## config.mk

```make
export PLATFORM = sky130hd
export DESIGN_NAME = aebl_div_cell
export DESIGN_NICKNAME = d
export VERILOG_FILES = /design/src/rtl/aebl_pkg.sv /design/src/rtl/aebl_div_cell.sv
export SDC_FILE = /design/constraint.sdc
export NUM_CORES = 1
export LEC_CHECK = 0
export ABC_AREA = 1
export BUFFER_PORTS_ARGS = -buffer_cell sky130_fd_sc_hd__buf_2
export CORE_AREA = 5 5 243 245
export DETAILED_ROUTE_END_ITERATION = 12
export DIE_AREA = 0 0 248 250
export GPL_ROUTABILITY_DRIVEN = 0
export GPL_TIMING_DRIVEN = 0
export PLACE_DENSITY_LB_ADDON = 0.08
export SETUP_SLACK_MARGIN = 0.4
export SLEW_MARGIN = 10
export SYNTH_ARGS = -nofsm -noshare
export SYNTH_HDL_FRONTEND = slang
export SYNTH_SLANG_ARGS = --single-unit
```

## constraint.sdc

```tcl
create_clock -name clk -period 1.5 [get_ports clk]
set_input_delay 0.15 -clock clk [delete_from_list [all_inputs] [get_ports clk]]
set_output_delay 0.15 -clock clk [all_outputs]
set_load 0.01 [all_outputs]
```

## src/rtl/aebl_pkg.sv

```systemverilog
// ----------------------------------------------------------------------------
// aebl_pkg: shared types and constants for the arc endpoint block
// Fixed-point widths, request and response payloads, CORDIC cell and divider
// cell data, and the arctangent table in fractions of a turn.
// ----------------------------------------------------------------------------
package aebl_pkg;

    localparam int COORD_BITS    = 24;
    localparam int LEN_BITS      = 24;
    localparam int CORDIC_STAGES = 24;
    localparam int GUARD_BITS    = 16;
    localparam int ZW            = 32;

    // offset width, scaled offset width with headroom for CORDIC gain
    localparam int DX_W   = COORD_BITS + 1;
    localparam int XW     = DX_W + GUARD_BITS + 3;
    localparam int RQ_W   = XW - 1;
    localparam int HI_W   = RQ_W - 32;
    localparam int REM_W  = RQ_W + 1;
    localparam int INV2_W = 30;
    localparam int NUM_W  = LEN_BITS + INV2_W;
    localparam int DIVN_W = NUM_W + GUARD_BITS;
    localparam int OFS_W  = XW - GUARD_BITS;
    localparam int SUM_W  = OFS_W + 1;

    localparam logic [31:0]       INV_GAIN  = 32'd2608131496;
    localparam logic [INV2_W-1:0] INV_2PI   = 30'd683565276;
    localparam logic [ZW-1:0]     HALF_TURN = 32'h8000_0000;

    localparam logic signed [XW-1:0] ROUND_HALF =
        {{(XW - GUARD_BITS){1'b0}}, 1'b1, {(GUARD_BITS - 1){1'b0}}};

    typedef struct packed {
        logic signed [COORD_BITS-1:0] start_x;
        logic signed [COORD_BITS-1:0] start_y;
        logic signed [COORD_BITS-1:0] center_x;
        logic signed [COORD_BITS-1:0] center_y;
        logic [LEN_BITS-1:0]          arc_length;
        logic                         turn_clockwise;
    } req_t;

    typedef struct packed {
        logic signed [COORD_BITS-1:0] end_x;
        logic signed [COORD_BITS-1:0] end_y;
        logic                         zero_radius;
        logic                         clipped;
    } rsp_t;

    typedef struct packed {
        logic signed [XW-1:0] x;
        logic signed [XW-1:0] y;
        logic [ZW-1:0]        z;
    } cord_t;

    typedef struct packed {
        logic signed [COORD_BITS-1:0] cx;
        logic signed [COORD_BITS-1:0] cy;
        logic [LEN_BITS-1:0]          len;
        logic                         cw;
        logic                         zero;
    } cside_t;

    typedef struct packed {
        logic [REM_W-1:0]  rem;
        logic [DIVN_W-1:0] numer;
        logic [ZW-1:0]     quo;
        logic [RQ_W-1:0]   rq;
    } div_t;

    typedef struct packed {
        logic [ZW-1:0]                z;
        logic                         cw;
        logic [RQ_W-1:0]              amp;
        logic signed [COORD_BITS-1:0] cx;
        logic signed [COORD_BITS-1:0] cy;
        logic                         zero;
    } dside_t;

    function automatic logic [ZW-1:0] atan_turn(input logic [4:0] idx);
        logic [ZW-1:0] a;
        case (idx)
            5'd0:    a = 32'h20000000;
            5'd1:    a = 32'h12E4051E;
            5'd2:    a = 32'h09FB385B;
            5'd3:    a = 32'h051111D4;
            5'd4:    a = 32'h028B0D43;
            5'd5:    a = 32'h0145D7E1;
            5'd6:    a = 32'h00A2F61E;
            5'd7:    a = 32'h00517C55;
            5'd8:    a = 32'h0028BE53;
            5'd9:    a = 32'h00145F2F;
            5'd10:   a = 32'h000A2F98;
            5'd11:   a = 32'h000517CC;
            5'd12:   a = 32'h00028BE6;
            5'd13:   a = 32'h000145F3;
            5'd14:   a = 32'h0000A2FA;
            5'd15:   a = 32'h0000517D;
            5'd16:   a = 32'h000028BE;
            5'd17:   a = 32'h0000145F;
            5'd18:   a = 32'h00000A30;
            5'd19:   a = 32'h00000518;
            5'd20:   a = 32'h0000028C;
            5'd21:   a = 32'h00000146;
            5'd22:   a = 32'h000000A3;
            5'd23:   a = 32'h00000051;
            5'd24:   a = 32'h00000029;
            5'd25:   a = 32'h00000014;
            5'd26:   a = 32'h0000000A;
            5'd27:   a = 32'h00000005;
            5'd28:   a = 32'h00000003;
            5'd29:   a = 32'h00000001;
            5'd30:   a = 32'h00000001;
            default: a = 32'h00000000;
        endcase
        return a;
    endfunction

endpackage

```

## src/rtl/aebl_div_cell.sv

```systemverilog
// ----------------------------------------------------------------------------
// aebl_div_cell: one registered restoring-division step
// Brings down one numerator bit, subtracts the divisor when it fits and
// shifts the quotient bit in.
// ----------------------------------------------------------------------------
module aebl_div_cell
    import aebl_pkg::*;
(
    input  logic   clk,
    input  logic   rst_n,
    input  logic   en,
    input  logic   a_valid,
    input  div_t   a_div,
    input  dside_t a_side,
    output logic   b_valid,
    output div_t   b_div,
    output dside_t b_side
);

    logic   valid_reg;
    div_t   div_reg, div_next;
    dside_t side_reg;

    always_comb
    begin
        logic [REM_W-1:0] r2;
        logic [REM_W-1:0] d;
        logic             fits;
        r2   = {a_div.rem[REM_W-2:0], a_div.numer[DIVN_W-1]};
        d    = {1'b0, a_div.rq};
        fits = (r2 >= d);
        div_next.rem   = fits ? (r2 - d) : r2;
        div_next.numer = {a_div.numer[DIVN_W-2:0], 1'b0};
        div_next.quo   = {a_div.quo[ZW-2:0], fits};
        div_next.rq    = a_div.rq;
    end

    always_ff @(posedge clk or negedge rst_n)
    begin
        if (!rst_n)
            valid_reg <= 1'b0;
        else if (en)
            valid_reg <= a_valid;
    end

    always_ff @(posedge clk)
    begin
        if (en)
        begin
            div_reg  <= div_next;
            side_reg <= a_side;
        end
    end

    assign b_valid = valid_reg;
    assign b_div   = div_reg;
    assign b_side  = side_reg;

endmodule

```

## Yosys cells after proc, flatten, opt, wreduce, memory -nomap -nowiden

Cells that the tools add are included.

| word-level totals | value |
|---|---|
| logic and storage cells | 14 |
| flip-flop bits (word level) | 314 |
| bits of input ports | 318 |
| output and inout bits | 315 |

| operators by class | value |
|---|---|
| mux-type cells | 1 |
| add/sub/neg operators | 1 |
| $lt $le $gt $ge | 1 |

Operators with widths:

| operator | number |
|---|---|
| greater-or-equal comparator 44 x 43 -> 1 bit | 1 |
| 2-to-1 mux 44 bit | 1 |
| subtractor 44 x 43 -> 44 bit | 1 |

## Longest topological paths before layout

| depth | value |
|---|---|
| depth in word-level cells | 2 |
| mapped depth | 16 |
| depth with buffers taken out | 15 |

## Worst setup path before layout

No wires, ideal clock.

| timing | value |
|---|---|
| path type | input-to-reg |
| from | in a_div[144] in the netlist's numbering |
| to | reg div_reg, in the netlist b_div[171], data pin |
| buffers on the path | 1 |
| arrival | 1.718 ns |
| data required time | 1.248 ns |
| setup slack | -0.471 ns |
| cell stages on the path | 16 |
| library setup time | 0.252 ns |
| cell sequence | inv_1 > ha_1 > fa_1 > inv_1 > nand2_1 > nand2_1 > nand4_1 > nand3_2 > nand2_1 > nand2_2 > nand2_2 > nand2_4 > inv_2 > buf_2 > nand2_1 > nand2_1 |

RTL lines:

| what | RTL line | text |
|---|---|---|
| from (decl) | aebl_div_cell.sv:13 | `input div_t a_div,` |
| to (signal assigned) | aebl_div_cell.sv:50 | `div_reg <= div_next;` |
| to (decl) | aebl_div_cell.sv:21 | `div_t div_reg, div_next;` |

==> out/results.tsv <==
metric	value	unit
grt_pass1_wl	91700	um
synth_cells	1255	
die_x	248	um
grt_max_degree	53	
final_util	0.442	
yosysUniqueCellTypes	36	
track_usage	0.202	
drive_gt1_frac	0.421	
synthArstFlopShare	0.00318	
nNetsFinal	2649	
cpMostUsedCell	nand2_2	
finalHoldViolCount	15	
dp_hpwl	50500	um
crit_type	in -> reg	
drc	0	
grt_pass1_vias	13488	
synth_edf_count	313	
pwr-share-seq	0.412	
p_switching	7.22	mW
cts.sinks	314	
ys_ff_latch	314	
setup_viol	43	
synth_fp_nets	1617	
antenna_found_initial	19	
yosysTopAreaCellShare	0.674	
drt_wl_total	65700	um
port_buffers	629	
power_leakage	11.4	nW
clkPwrFrac	0.360	
start_kind	primary input	
skew	0	ns
rows	88	
post_drt_wl_per_cell	21.2	um
synth_largest_area_cell	edfxtp_1	
power_frac_comb	0.229	
slowest_stage	ha_4	
avgViaCountPerCell	4.17	
drv_slew	0	
end_kind	flop	
dpl_cell_area	18700	um^2
htree_levels	2	
start_util	0.245	
p_total	26.4	mW
fin_hold_ws	-0.0399	ns
yosysSeqAreaShare	0.675	
outcome	complete, but fails checks	
die_h	250	um
core_region_area	56900	um^2
max_stage_delay	0.26	ns
worstHoldPathType	in -> reg	
cp.required	1.79	ns
io_pins	633	
synth_area_leaders	edfxtp_1 (67%), nand2_1 (11%), inv_1 (5.6%)	
arrival	1.87	ns
cts_tree	done	
fin_area	25200	um^2
avgSynthCellArea	11.1	um^2
ys_warn_count	0	
tns	-2.53	ns
max_cap_viol_count	0	
postRouteAntennaNets	0	
ys.flop_type	edfxtp_1	
netlist_area	14000	um^2
cts_inserted_buffers	39	
fin_crit	1.58	ns
cts_root_buffer	clkbuf_16	
clk_pin_slew_worst_paths	0.06	ns
cp_max_fo	5	
drt-initial-drc-count	623	
drt_first_pass_iters	4	
ir_drop	0.696	mV
num_vias	12894	
die_area	62000	um^2
fin_crit_sh	1.05	
crit_path_cell_trace	buf_4 > ha_4 > nand2_1 > nand2_2 > a21oi_2 > nand2_2 > a21oi_2 > nand2_2 > nand2_2 > nand2_4 > buf_12 > clkbuf_16 > nand2_2 > nand2_1	
setup_slack	-0.0804	ns
cts.path.max_buffers	3	
ctsHoldBuffers	314	
pwr_density_cell	1050	nW/um^2
fin_cells	3094	
clk_latency	0.54	ns
synthToLayoutAreaGrowth	80.3	%
dp_cells	2652	
p_int	19.2	mW
grt_remaining_overflow	0	
rsz0062_at_grt	true	
p_sw_frac	0.273	
violations	negative hold slack, negative setup slack	
fmax	633	MHz
cell usage after synthesis, types with 7 or more instances:
| cell type | n |
|---|---|
| nor2_1 | 64 |
| nand3_2 | 19 |
| ha_1 | 43 |
| inv_1 | 208 |
| nand4_1 | 8 |
| nand3_1 | 41 |
| nand2_1 | 420 |
| a21oi_1 | 35 |
| inv_2 | 7 |
| nand2_2 | 12 |
| xor2_1 | 22 |
| edfxtp_1 | 313 |
| o21bai_1 | 10 |
kinds of logic (layout without fill, tap and decap cells):
| kind of cell | count (synthesis) | after routing | synth area share |
|---|---|---|---|
| AND/OR/NAND/NOR | 594 | 594 | 0.183 |
| XOR/XNOR | 22 | 22 | 0.0138 |
| buffers and inverters | 226 | 1288 | 0.0655 |
| flip-flops | 314 | 314 | 0.675 |
| AO/OA/AOI/OAI | 53 | 53 | 0.0213 |
| adder cells (fa/ha/maj) | 44 | 44 | 0.0400 |
| other | 1 | 13 | 0.000269 |
| multiplexers | 1 | 1 | 0.000807 |
layout make-up:
cell class,count,area (um^2)
flip-flops and latches,314,9420
clock buffers,48,1020
fillers,5517,31800
repair buffers,991,7780
inverters,216,833
diodes,12,30.0
multi-input cells,715,4680
plain buffers,10,174
clock inverters,23,258
well taps,765,957
layout by cell type (no fill, tap or decap), drive strengths merged, types with 22 or more instances in the layout:
master and instances:
buf 681, nand2 433, dlygate4sd3 314, edfxtp 313, inv 215, nor2 74
nand3 60, clkbuf 51, ha 43, a21oi 36, xor2 22
what timing repair did:
action,in CTS,in global routing
hold endpoints to repair,361,48
setup buffers,35,1
pin swaps,61,3
gates cloned,6,3
endpoints found under the setup margin,558,359
gates resized for setup,301,129
power by group through the flow:
stage               logic (mW)  registers (mW)  clock network [mW]
floorplan                 1.60            11.4                   0
global placement          4.35            11.0                   0
detailed placement        4.38            10.9                   0
CTS                       5.85            10.8                9.88
global route              6.50            10.9                10.2
finish                    6.03            10.9                9.50
worst max-delay path: cells and delay by family:
family	cells	cell delay, ns
compound gates	2	0.38
fa+ha+maj	1	0.26
buf+inv	3	0.47
simple gates	8	0.61
final timing paths:
kind	from	endpoint	slack (ns)	cells after the start
worst min-delay path	en	b_div[37]$_DFFE_PP_	-0.04	1
max in group asynchronous	rst_n	b_valid$_DFFE_PN0P_	0.93	3
min in group asynchronous	rst_n	b_valid$_DFFE_PN0P_	0.46	3
worst max-delay path	a_div[169]	b_div[152]$_DFFE_PP_	-0.08	14
worst min register to register	b_valid$_DFFE_PN0P_	b_valid$_DFFE_PN0P_	0.51	1
worst max register to register	b_valid$_DFFE_PN0P_	b_valid$_DFFE_PN0P_	0.76	1
registers in the layout (all words and copies together) (netlist names):
signal,flops
b_div,188
b_side,125
b_valid,1
layer usage:
layer / up-vias / global-route usage / routed length [um]
met5: - / 0 / 116
met2: 426 / 0.357 / 33200
met3: 109 / 0.0637 / 5560
met1: 6146 / 0.230 / 24700
met4: 16 / 0.0659 / 2120
li1: 6197 / - / -
through the flow:
step	setup slack (ns)	hold WS (ns)
CTS	-0.0340	-0.0764
global placement	-4.87	-0.0749
finish	-0.0804	-0.0399
global route	-0.144	-0.0540
detailed placement	-0.940	-0.0743
floorplan	-0.287	-0.146
(Power assumes the default switching activity.)
